## config.mk

```make
export PLATFORM = sky130hd
export DESIGN_NAME = rsmt_ctrl
export DESIGN_NICKNAME = d
export VERILOG_FILES = /design/src/rsmt_pkg.sv /design/src/rsmt_ctrl.sv
export SDC_FILE = /design/constraint.sdc
export NUM_CORES = 1
export LEC_CHECK = 0
export BUFFER_PORTS_ARGS = -buffer_cell sky130_fd_sc_hd__buf_2
export CAP_MARGIN = 20
export CORE_AREA = 2 2 39 41
export DETAILED_ROUTE_END_ITERATION = 12
export DIE_AREA = 0 0 41 43
export PLACE_DENSITY = 0.62
export SYNTH_ARGS = -nofsm -noshare
export SYNTH_HDL_FRONTEND = slang
export SYNTH_SLANG_ARGS = --single-unit
```

## constraint.sdc

```tcl
create_clock -name clk -period 1.6 [get_ports clk]
set_input_delay 0.08 -clock clk [delete_from_list [all_inputs] [get_ports clk]]
set_output_delay 0.08 -clock clk [all_outputs]
set_load 0.01 [all_outputs]
```

## src/rsmt_pkg.sv

```systemverilog
// ----------------------------------------------------------------------------
// rsmt_pkg: shared types and constants of the radix sort core
// Key type codes, register indexes, controller states, the command and status
// bundles between controller and datapath, and the key order mapping.
// ----------------------------------------------------------------------------
`default_nettype none

package rsmt_pkg;

    // Key type codes held in the key_type register.
    localparam logic [2:0] KT_U32    = 3'd0;
    localparam logic [2:0] KT_S32    = 3'd1;
    localparam logic [2:0] KT_DOUBLE = 3'd2;
    localparam logic [2:0] KT_FLOAT  = 3'd3;
    localparam logic [2:0] KT_S64    = 3'd4;
    localparam logic [2:0] KT_U64    = 3'd5;

    // Configuration register indexes.
    localparam logic [1:0] CFG_KEY_TYPE   = 2'd0;
    localparam logic [1:0] CFG_DESCENDING = 2'd1;

    // Command codes on the func input.
    localparam logic FUNC_LOAD = 1'b0;
    localparam logic FUNC_READ = 1'b1;

    localparam logic [31:0] SIGN32 = 32'h8000_0000;
    localparam logic [63:0] SIGN64 = 64'h8000_0000_0000_0000;

    // Controller states.
    typedef enum logic [3:0] {
        ST_IDLE,
        ST_CLEAR,
        ST_HIST_ORD,
        ST_HIST_KEY,
        ST_HIST_CNT,
        ST_HIST_UPD,
        ST_PREFIX,
        ST_SCAT_ORD,
        ST_SCAT_KEY,
        ST_SCAT_CNT,
        ST_SCAT_UPD,
        ST_RD_ORD,
        ST_RD_KEY,
        ST_RD_OUT
    } ctrl_state_t;

    // Commands from the controller to the datapath.
    typedef struct packed {
        logic load;
        logic sort_init;
        logic clear_step;
        logic item_key;
        logic item_cnt;
        logic hist_upd;
        logic scat_upd;
        logic pfx_step;
        logic pass_adv;
        logic sort_done;
        logic read_mode;
        logic rd_emit;
    } dp_cmd_t;

    // Status from the datapath to the controller.
    typedef struct packed {
        logic clr_end;
        logic pfx_end;
        logic item_last;
        logic pass_last;
    } dp_sts_t;

    // True for the key types that sort on 32 bits.
    function automatic logic is_narrow(input logic [2:0] kt);
        return (kt == KT_U32) || (kt == KT_S32) || (kt == KT_FLOAT);
    endfunction

    // Map raw key bits to an unsigned order.
    function automatic logic [63:0] order_key(input logic [63:0] raw, input logic [2:0] kt);
        logic [31:0] lo;
        logic [63:0] res;
        lo = raw[31:0];
        case (kt)
            KT_U32:    res = {32'd0, lo};
            KT_S32:    res = {32'd0, lo ^ SIGN32};
            KT_FLOAT:  res = {32'd0, (lo[31] ? ~lo : (lo ^ SIGN32))};
            KT_DOUBLE: res = raw[63] ? ~raw : (raw ^ SIGN64);
            KT_S64:    res = raw ^ SIGN64;
            default:   res = raw;
        endcase
        return res;
    endfunction

endpackage

`default_nettype wire

```

## src/rsmt_ctrl.sv

```systemverilog
// ----------------------------------------------------------------------------
// rsmt_ctrl: sequencer of the radix sort core
// Walks loads, read-outs and the clear, histogram, prefix and scatter phases
// of each sort pass, and drives the datapath by command signals.
// ----------------------------------------------------------------------------
`default_nettype none

module rsmt_ctrl (
    input  wire logic              clk,
    input  wire logic              rst_n,
    input  wire logic              start,
    input  wire logic              func,
    input  wire logic              last,
    input  wire rsmt_pkg::dp_sts_t sts,
    output logic                   busy,
    output rsmt_pkg::dp_cmd_t      cmd
);
    import rsmt_pkg::*;

    ctrl_state_t state_reg;
    ctrl_state_t state_next;
    logic        accept;

    assign accept = start && (state_reg == ST_IDLE);

    // State register.
    always_ff @(posedge clk or negedge rst_n)
    begin
        if (!rst_n)
        begin
            state_reg <= ST_IDLE;
        end
        else
        begin
            state_reg <= state_next;
        end
    end

    // Next state.
    always_comb
    begin
        state_next = state_reg;
        case (state_reg)
            ST_IDLE:
            begin
                if (accept)
                begin
                    if (func == FUNC_LOAD)
                    begin
                        if (last)
                        begin
                            state_next = ST_CLEAR;
                        end
                    end
                    else
                    begin
                        state_next = ST_RD_ORD;
                    end
                end
            end
            ST_CLEAR:
            begin
                if (sts.clr_end)
                begin
                    state_next = ST_HIST_ORD;
                end
            end
            ST_HIST_ORD: state_next = ST_HIST_KEY;
            ST_HIST_KEY: state_next = ST_HIST_CNT;
            ST_HIST_CNT: state_next = ST_HIST_UPD;
            ST_HIST_UPD:
            begin
                state_next = sts.item_last ? ST_PREFIX : ST_HIST_ORD;
            end
            ST_PREFIX:
            begin
                if (sts.pfx_end)
                begin
                    state_next = ST_SCAT_ORD;
                end
            end
            ST_SCAT_ORD: state_next = ST_SCAT_KEY;
            ST_SCAT_KEY: state_next = ST_SCAT_CNT;
            ST_SCAT_CNT: state_next = ST_SCAT_UPD;
            ST_SCAT_UPD:
            begin
                if (sts.item_last)
                begin
                    state_next = sts.pass_last ? ST_IDLE : ST_CLEAR;
                end
                else
                begin
                    state_next = ST_SCAT_ORD;
                end
            end
            ST_RD_ORD: state_next = ST_RD_KEY;
            ST_RD_KEY: state_next = ST_RD_OUT;
            ST_RD_OUT: state_next = ST_IDLE;
            default:   state_next = ST_IDLE;
        endcase
    end

    // Command outputs.
    always_comb
    begin
        cmd            = '0;
        busy           = (state_reg != ST_IDLE);
        cmd.load       = accept && (func == FUNC_LOAD);
        cmd.sort_init  = accept && (func == FUNC_LOAD) && last;
        case (state_reg)
            ST_CLEAR:    cmd.clear_step = 1'b1;
            ST_HIST_KEY: cmd.item_key   = 1'b1;
            ST_HIST_CNT: cmd.item_cnt   = 1'b1;
            ST_HIST_UPD: cmd.hist_upd   = 1'b1;
            ST_PREFIX:   cmd.pfx_step   = 1'b1;
            ST_SCAT_KEY: cmd.item_key   = 1'b1;
            ST_SCAT_CNT: cmd.item_cnt   = 1'b1;
            ST_SCAT_UPD:
            begin
                cmd.scat_upd  = 1'b1;
                cmd.pass_adv  = sts.item_last && !sts.pass_last;
                cmd.sort_done = sts.item_last && sts.pass_last;
            end
            ST_RD_ORD:   cmd.read_mode  = 1'b1;
            ST_RD_KEY:   cmd.read_mode  = 1'b1;
            ST_RD_OUT:
            begin
                cmd.read_mode = 1'b1;
                cmd.rd_emit   = 1'b1;
            end
            default:     cmd.read_mode  = 1'b0;
        endcase
    end

endmodule

`default_nettype wire

```

==> summary.md, run 1 <==
| Metric | Value |
|---|---|
| Area of the core | `~0.0014 mm²` |
| Nets | `106` |
| Mapped Cells | `64` |
| Commonest cells after routing, fill and taps aside | `buf_2 (21), buf_4 (11), nor2_1 (9)` |
| Starting utilization of the core area | `34.0%` |
| Die Wd | `between 40 and 50 µm` |
| CP required | `around 1.5 ns` |
| WL final | `1.31 mm` |
| Fmax | `around 630 MHz` |
| Endpoints failing setup | `0` |
| Clock Path Buffers | `2` |
| Ant. Diodes | `0` |
| Pre-antenna DRT Iters | `4` |
| Critical Path Start Type | `flip-flop` |
| Post-Synth Adder-Cell Area | `0%` |
| Global route overflow | `0` |
| Endpoints failing hold | `0` |
| Io pins | `22` |
| Syn Area/Cell | `between 7 and 8 µm²` |
| Synth warnings | `0` |
| Distinct cell type count after synthesis | `29` |
| GP Congestion | `0.732` |
| Initial DRC count | `18` |
| Total power | `about 0.0013 W` |
| Max reg flops | `4` |
| Area Overhead vs Synth | `46.3%` |
| Minimum clock period after layout | `between 1.5 and 2 ns` |
| Post-DRT Antenna Nets | `0` |
| Critical Path Fanout Max | `3` |
| Post-Route Skew | `0.000839 ns` |
| Final Max Slew Viols | `0` |
| Net Count, Synth | `73` |
| Share of cells above drive strength 1 | `between 50 and 60%` |
| IO Port Bufs | `21` |
| Pwr Density | `around 1900 mW/mm²` |
| First-pass GRT wire length | `1.95 mm` |
| Worst hold slack | `0.182 ns` |
| Compound-Gate Fraction of Synth Area | `25.3%` |
| Non-Filler Instances | `between 100 and 150` |
| Slew margin rel. | `81.9%` |
| Sequential-to-total area share from yosys stat | `21.3%` |
| Worst-skew pair later-pin latency | `0.23 ns` |
| Number of remaining DRC errors | `0` |
| Hold Crit Class | `in2async` |
| Number of global-route vias before repair | `approximately 470` |
| Via Count | `570` |
| Post-Syn Area | `about 470 µm²` |
| Critical Path End Type | `primary output` |
| CTS tree | `done` |
| Setup repair after global routing missed its margin | `yes` |
| Tightest Pin Transition | `approximately 0.27 ns` |
| Die Footprint | `between 0.0015 and 0.002 mm²` |
| Peak VDD IR | `slightly below 800 µV` |
| # rows | `14` |
| CTS Buf Count | `3` |
| Clock net sink count | `4` |
| Leak Pwr | `0.334 nW` |
| Yosys reg bits | `4` |
| Mux cell area share after synthesis | `0%` |
| Die extent in y | `about 43 µm` |
| DPL Wire Length | `roughly 890 µm` |
| Main combinational cell family by area after synthesis | `simple AND/OR/NAND/NOR gates` |
| Simple-gate share of the synthesized area | `a little over two fifths` |
| Setup CP Type | `reg2out` |
| Status | `completed` |
| Xor/xnor share of the synthesized area | `0%` |
| TNS Setup | `0 ns` |
| Total track usage | `between 10% and 20%` |
| Cells after DPL | `slightly below 100` |
| Initial antenna violation count | `0` |
| Fill count | `138` |
| CP arrival | `1.51 ns` |
| CTS Root Cell | `clkbuf_4` |
| Htree depth | `1` |
| Period utilisation layout | `between 90% and 100%` |
| Commonest non-fill, non-tap cell in the layout | `buf_2` |
| Vias per cell | `5.14` |
| Max Cap Violations | `0` |
| Pin count of the biggest net entering global routing | `13` |
| Clock Pin Slew Worst Setup and Hold Paths | `~0.040 ns` |
| WL/cell | `approximately 12 µm` |
==> timing repair <==
item                       CTS  global route
pin swaps                    1             3
hold buffers                 1             0
hold endpoints to repair     4             0
setup buffers                4             5
resized for setup            4             1
setup endpoints to repair    2             3
gates cloned                 0             0
==> worst paths after layout <==
| kind | cells after the start | start | slack (ns) | end |
|---|---|---|---|---|
| setup reg to reg | 5 | state_reg[1] | 0.17 | state_reg[0] |
| setup / recovery | 5 | state_reg[2] | 0.01 | cmd[10] |
| hold / removal | 2 | rst_n | 0.18 | state_reg[1] |
| max in group asynchronous | 2 | rst_n | 1.29 | state_reg[2] |
| min in group clk | 3 | sts[3] | 0.19 | state_reg[0] |
| hold reg to reg | 3 | state_reg[0] | 0.70 | state_reg[3] |
==> cells by family after synthesis <==
kind of cell           Yosys count
AND/OR/NAND/NOR                 33
AO/OA/AOI/OAI                   18
buffers and inverters            9
flip-flops                       4
==> worst max-delay path, stage by stage, from the launching register on <==
cell     delay [ns]
dfrtp_2        0.43
nor4_4         0.33
inv_2          0.07
nor3b_2        0.19
and2_1         0.14
buf_2          0.12
==> area by class of cell <==
cell class | instances | area, µm² | share of cell area, %
Multi-Input combinational cell | 51 | 328 | 47.6
Sequential cell | 4 | 105 | 15.3
Inverter | 4 | 15.0 | 2.18
Tap cell | 16 | 20.0 | 2.91
Clock buffer | 3 | 22.5 | 3.27
Timing Repair Buffer | 33 | 198 | 28.7
==> metrics by stage <==
stage	setup WS, ns	util (%)	cell area (µm²)
after floorplan	0.155	-	470
after global placement	0.185	41.7	577
after detailed placement	0.119	41.7	577
after CTS	0.00928	46.6	644
after global routing	-0.0516	49.7	688
final	0.0134	49.7	688
==> power by group <==
group / internal [W] / total, W / switching, W
sequential: 0.000159 / 0.000250 / 0.0000903
clock: 0.0000835 / 0.000119 / 0.0000355
combinational: 0.000443 / 0.000911 / 0.000468
total: 0.000686 / 0.00128 / 0.000594
==> metal layers <==
metal / track usage, % / part of all wire [%] / vias to the layer above
met2: 25.0 / 50 / 32
li1: - / - / 285
met5: 0 / 0 / -
met1: 21.6 / 42 / 253
met4: 4.00 / 0 / 0
met3: 1.57 / 8.0 / 0
==> cell usage after synthesis, drive strengths merged <==
library cell	instances	share of area, %
a21oi	7	7.4
a22oi	1	1.6
a2bb2oi	1	3.2
and2	1	1.3
and3	2	2.7
buf	5	7.2
dfrtp	4	21
inv	4	3.2
nand2	5	4.0
nand2b	6	9.6
nand3	1	1.1
nand3b	2	3.2
nor2	10	8.5
nor2b	1	1.3
nor3	3	4.3
nor3b	1	2.7
nor4	1	4.5
o21ai	5	5.3
o22ai	1	1.3
o31ai	2	4.3
o32a	1	2.1
Note: power is estimated with default switching activity, not from simulation.
==> run 2, diff against run 1 <==
--- a/config.mk
+++ b/config.mk
@@ -5,12 +5,13 @@
 export SDC_FILE = /design/constraint.sdc
 export NUM_CORES = 1
 export LEC_CHECK = 0
-export BUFFER_PORTS_ARGS = -buffer_cell sky130_fd_sc_hd__buf_2
 export CAP_MARGIN = 20
 export CORE_AREA = 2 2 39 41
 export DETAILED_ROUTE_END_ITERATION = 12
 export DIE_AREA = 0 0 41 43
-export PLACE_DENSITY = 0.62
+export DONT_BUFFER_PORTS = 1
+export PLACE_DENSITY = 0.48
+export SKIP_LAST_GASP = 1
 export SYNTH_ARGS = -nofsm -noshare
 export SYNTH_HDL_FRONTEND = slang
 export SYNTH_SLANG_ARGS = --single-unit
==> summary.md, run 2 (synthesis results as in run 1) <==
| Metric | Value |
|---|---|
| Io pins | `22 (unchanged)` |
| Clock Path Buffers | `2 (unchanged)` |
| Number of global-route vias before repair | `406 (was 468)` |
| IO Port Bufs | `0 (was 21)` |
| Min-delay src | `sts[3]` |
| Fill count | `142 (was 138)` |
| Critical Path Fanout Max | `6 (was 3)` |
| Area of the multi-input gates | `324 µm² (was 328 µm²)` |
| Share of cells above drive strength 1 | `39.7% (was 50.5%)` |
| Max Cap Violations | `0 (unchanged)` |
| Critical Path Start Type | `flip-flop (unchanged)` |
| CTS Root Cell | `clkbuf_4 (unchanged)` |
| Total track usage | `14.3% (was 15.7%)` |
| Peak VDD IR | `601 µV (was 772 µV)` |
| Post-DRT Antenna Nets | `0 (unchanged)` |
| Htree depth | `1 (unchanged)` |
| Commonest non-fill, non-tap cell in the layout | `buf_4 (was buf_2)` |
| First-pass GRT wire length | `1.71 mm (was 1.95 mm)` |
| Hold Crit Class | `in2reg (was in2async)` |
| Commonest cells after routing, fill and taps aside | `buf_4 (15), nor2_1 (9), a21oi_1 (7) (was buf_2 (21), buf_4 (11), nor2_1 (9))` |
| Setup CP Type | `reg2out (unchanged)` |
| Pwr Density | `2010 mW/mm² (was 1860 mW/mm²)` |
| Clock Pin Slew Worst Setup and Hold Paths | `0.03 ns (was 0.04 ns)` |
| Pin count of the biggest net entering global routing | `13 (unchanged)` |
| Fmax | `647 MHz (was 630 MHz)` |
| CTS Buf Count | `3 (unchanged)` |
| Die extent in y | `43 µm (unchanged)` |
| GP Congestion | `0.773 (was 0.732)` |
| Initial antenna violation count | `0 (unchanged)` |
| Slew margin rel. | `79.8% (was 81.9%)` |
| Area of the core | `0.00138 mm² (unchanged)` |
| Clock net sink count | `4 (unchanged)` |
| Nets | `89 (was 106)` |
| Vias per cell | `5.15 (was 5.14)` |
| DPL Wire Length | `836 µm (was 888 µm)` |
| Die Wd | `41 µm (unchanged)` |
| Minimum clock period after layout | `1.55 ns (was 1.59 ns)` |
| Final Max Slew Viols | `0 (unchanged)` |
| Status | `completed (unchanged)` |
| Critical Path End Type | `primary output (unchanged)` |
| Leak Pwr | `0.256 nW (was 0.334 nW)` |
| Setup repair after global routing missed its margin | `yes (unchanged)` |
| Max reg flops | `4 (unchanged)` |
| CP required | `1.52 ns (about the same)` |
| # rows | `14 (unchanged)` |
| Reg2Reg Launch Point | `state_reg[1] (unchanged)` |
| WL final | `1.19 mm (was 1.31 mm)` |
| Endpoints failing setup | `0 (unchanged)` |
| CTS tree | `done (unchanged)` |
| Ant. Diodes | `0 (unchanged)` |
| Via Count | `484 (was 570)` |
| Design area | `608 µm² (was 688 µm²)` |
| Global route overflow | `0 (unchanged)` |
| Worst-skew pair later-pin latency | `0.25 ns (was 0.23 ns)` |
| Dpl cell area | `502 µm² (was 577 µm²)` |
| Crit path from | `state_reg[0] (was state_reg[2])` |
| Area Overhead vs Synth | `29.3% (was 46.3%)` |
| Register area | `104 µm² (was 105 µm²)` |
| Period utilisation layout | `96.7% (was 99.2%)` |
| Number of remaining DRC errors | `0 (unchanged)` |
| Initial DRC count | `4 (was 18)` |
| Die Footprint | `0.00176 mm² (unchanged)` |
| Final core occ | `43.9% (was 49.7%)` |
| Tightest Pin Transition | `0.303 ns (was 0.269 ns)` |
| Pre-antenna DRT Iters | `2 (was 4)` |
| WL/cell | `12.7 µm (was 11.8 µm)` |
| Endpoints failing hold | `0 (unchanged)` |
| CP arrival | `1.47 ns (was 1.51 ns)` |
| Starting utilization of the core area | `34.0% (unchanged)` |
| Post-Route Skew | `0.0101 ns (was 0.000839 ns)` |
run 2: cell count changes in the layout (fill, tap and decap cells not counted), sizes merged:
cell	delta
buf	-17
run 2: metrics by stage:
| step | worst slack [ns] | TNS, ns | cells | total power (W) | hold WS (ns) |
|---|---|---|---|---|---|
| final | 0.0535 | 0 | 94 | 0.00122 | 0.0938 |
| after global routing | -0.00717 | -0.00717 | 94 | 0.00131 | 0.120 |
| after CTS | 0.00990 | 0 | 88 | 0.00113 | 0.0966 |
| after detailed placement | 0.187 | 0 | 81 | 0.000937 | -0.215 |
| after global placement | 0.211 | 0 | 81 | 0.000946 | -0.216 |
| after floorplan | 0.155 | 0 | 64 | 0.000819 | -0.216 |
run 2: layer usage:
metal | track usage (%) | wire length [µm]
met1 | 20.3 | 535
met2 | 20.3 | 566
met3 | 1.57 | 68
met4 | 8.00 | 24
met5 | 0 | 0
run 2: timing repair:
item / CTS / global route
pin swaps: 1 / 2
endpoints found under the hold margin: 4 / 0
gates resized for setup: 3 / 1
setup buffers: 3 / 6
hold buffers: 1 / 0
endpoints found under the setup margin: 2 / 1
run 2: power by group:
part	internal, W	total, W	switching [W]
clock	0.0000844	0.000133	0.0000486
sequential	0.000157	0.000252	0.0000957
combinational	0.000411	0.000835	0.000424
total	0.000652	0.00122	0.000569
run 2: cell type report:
type / count / share of cell area [%]
clock buffers: 3 / 3.70
inverters: 4 / 2.47
multi-input cells: 51 / 53.3
flip-flops and latches: 4 / 17.1
well taps: 16 / 3.29
repair buffers: 16 / 20.2
run 2: worst max-delay path: stages, from the launching register on:
cell and delay (ns):
dfrtp_2 0.45, nor4_4 0.32, inv_2 0.09, nor3b_2 0.19, and2_4 0.18
run 2: final timing paths:
check,end,slack [ns],cells after the start
max,cmd[10],0.05,4
min,state_reg[0],0.09,2
max reg2reg,state_reg[0],0.18,4
min reg2reg,state_reg[3],0.67,3
max in group asynchronous,state_reg[2],1.31,1
min in group asynchronous,state_reg[1],0.10,1
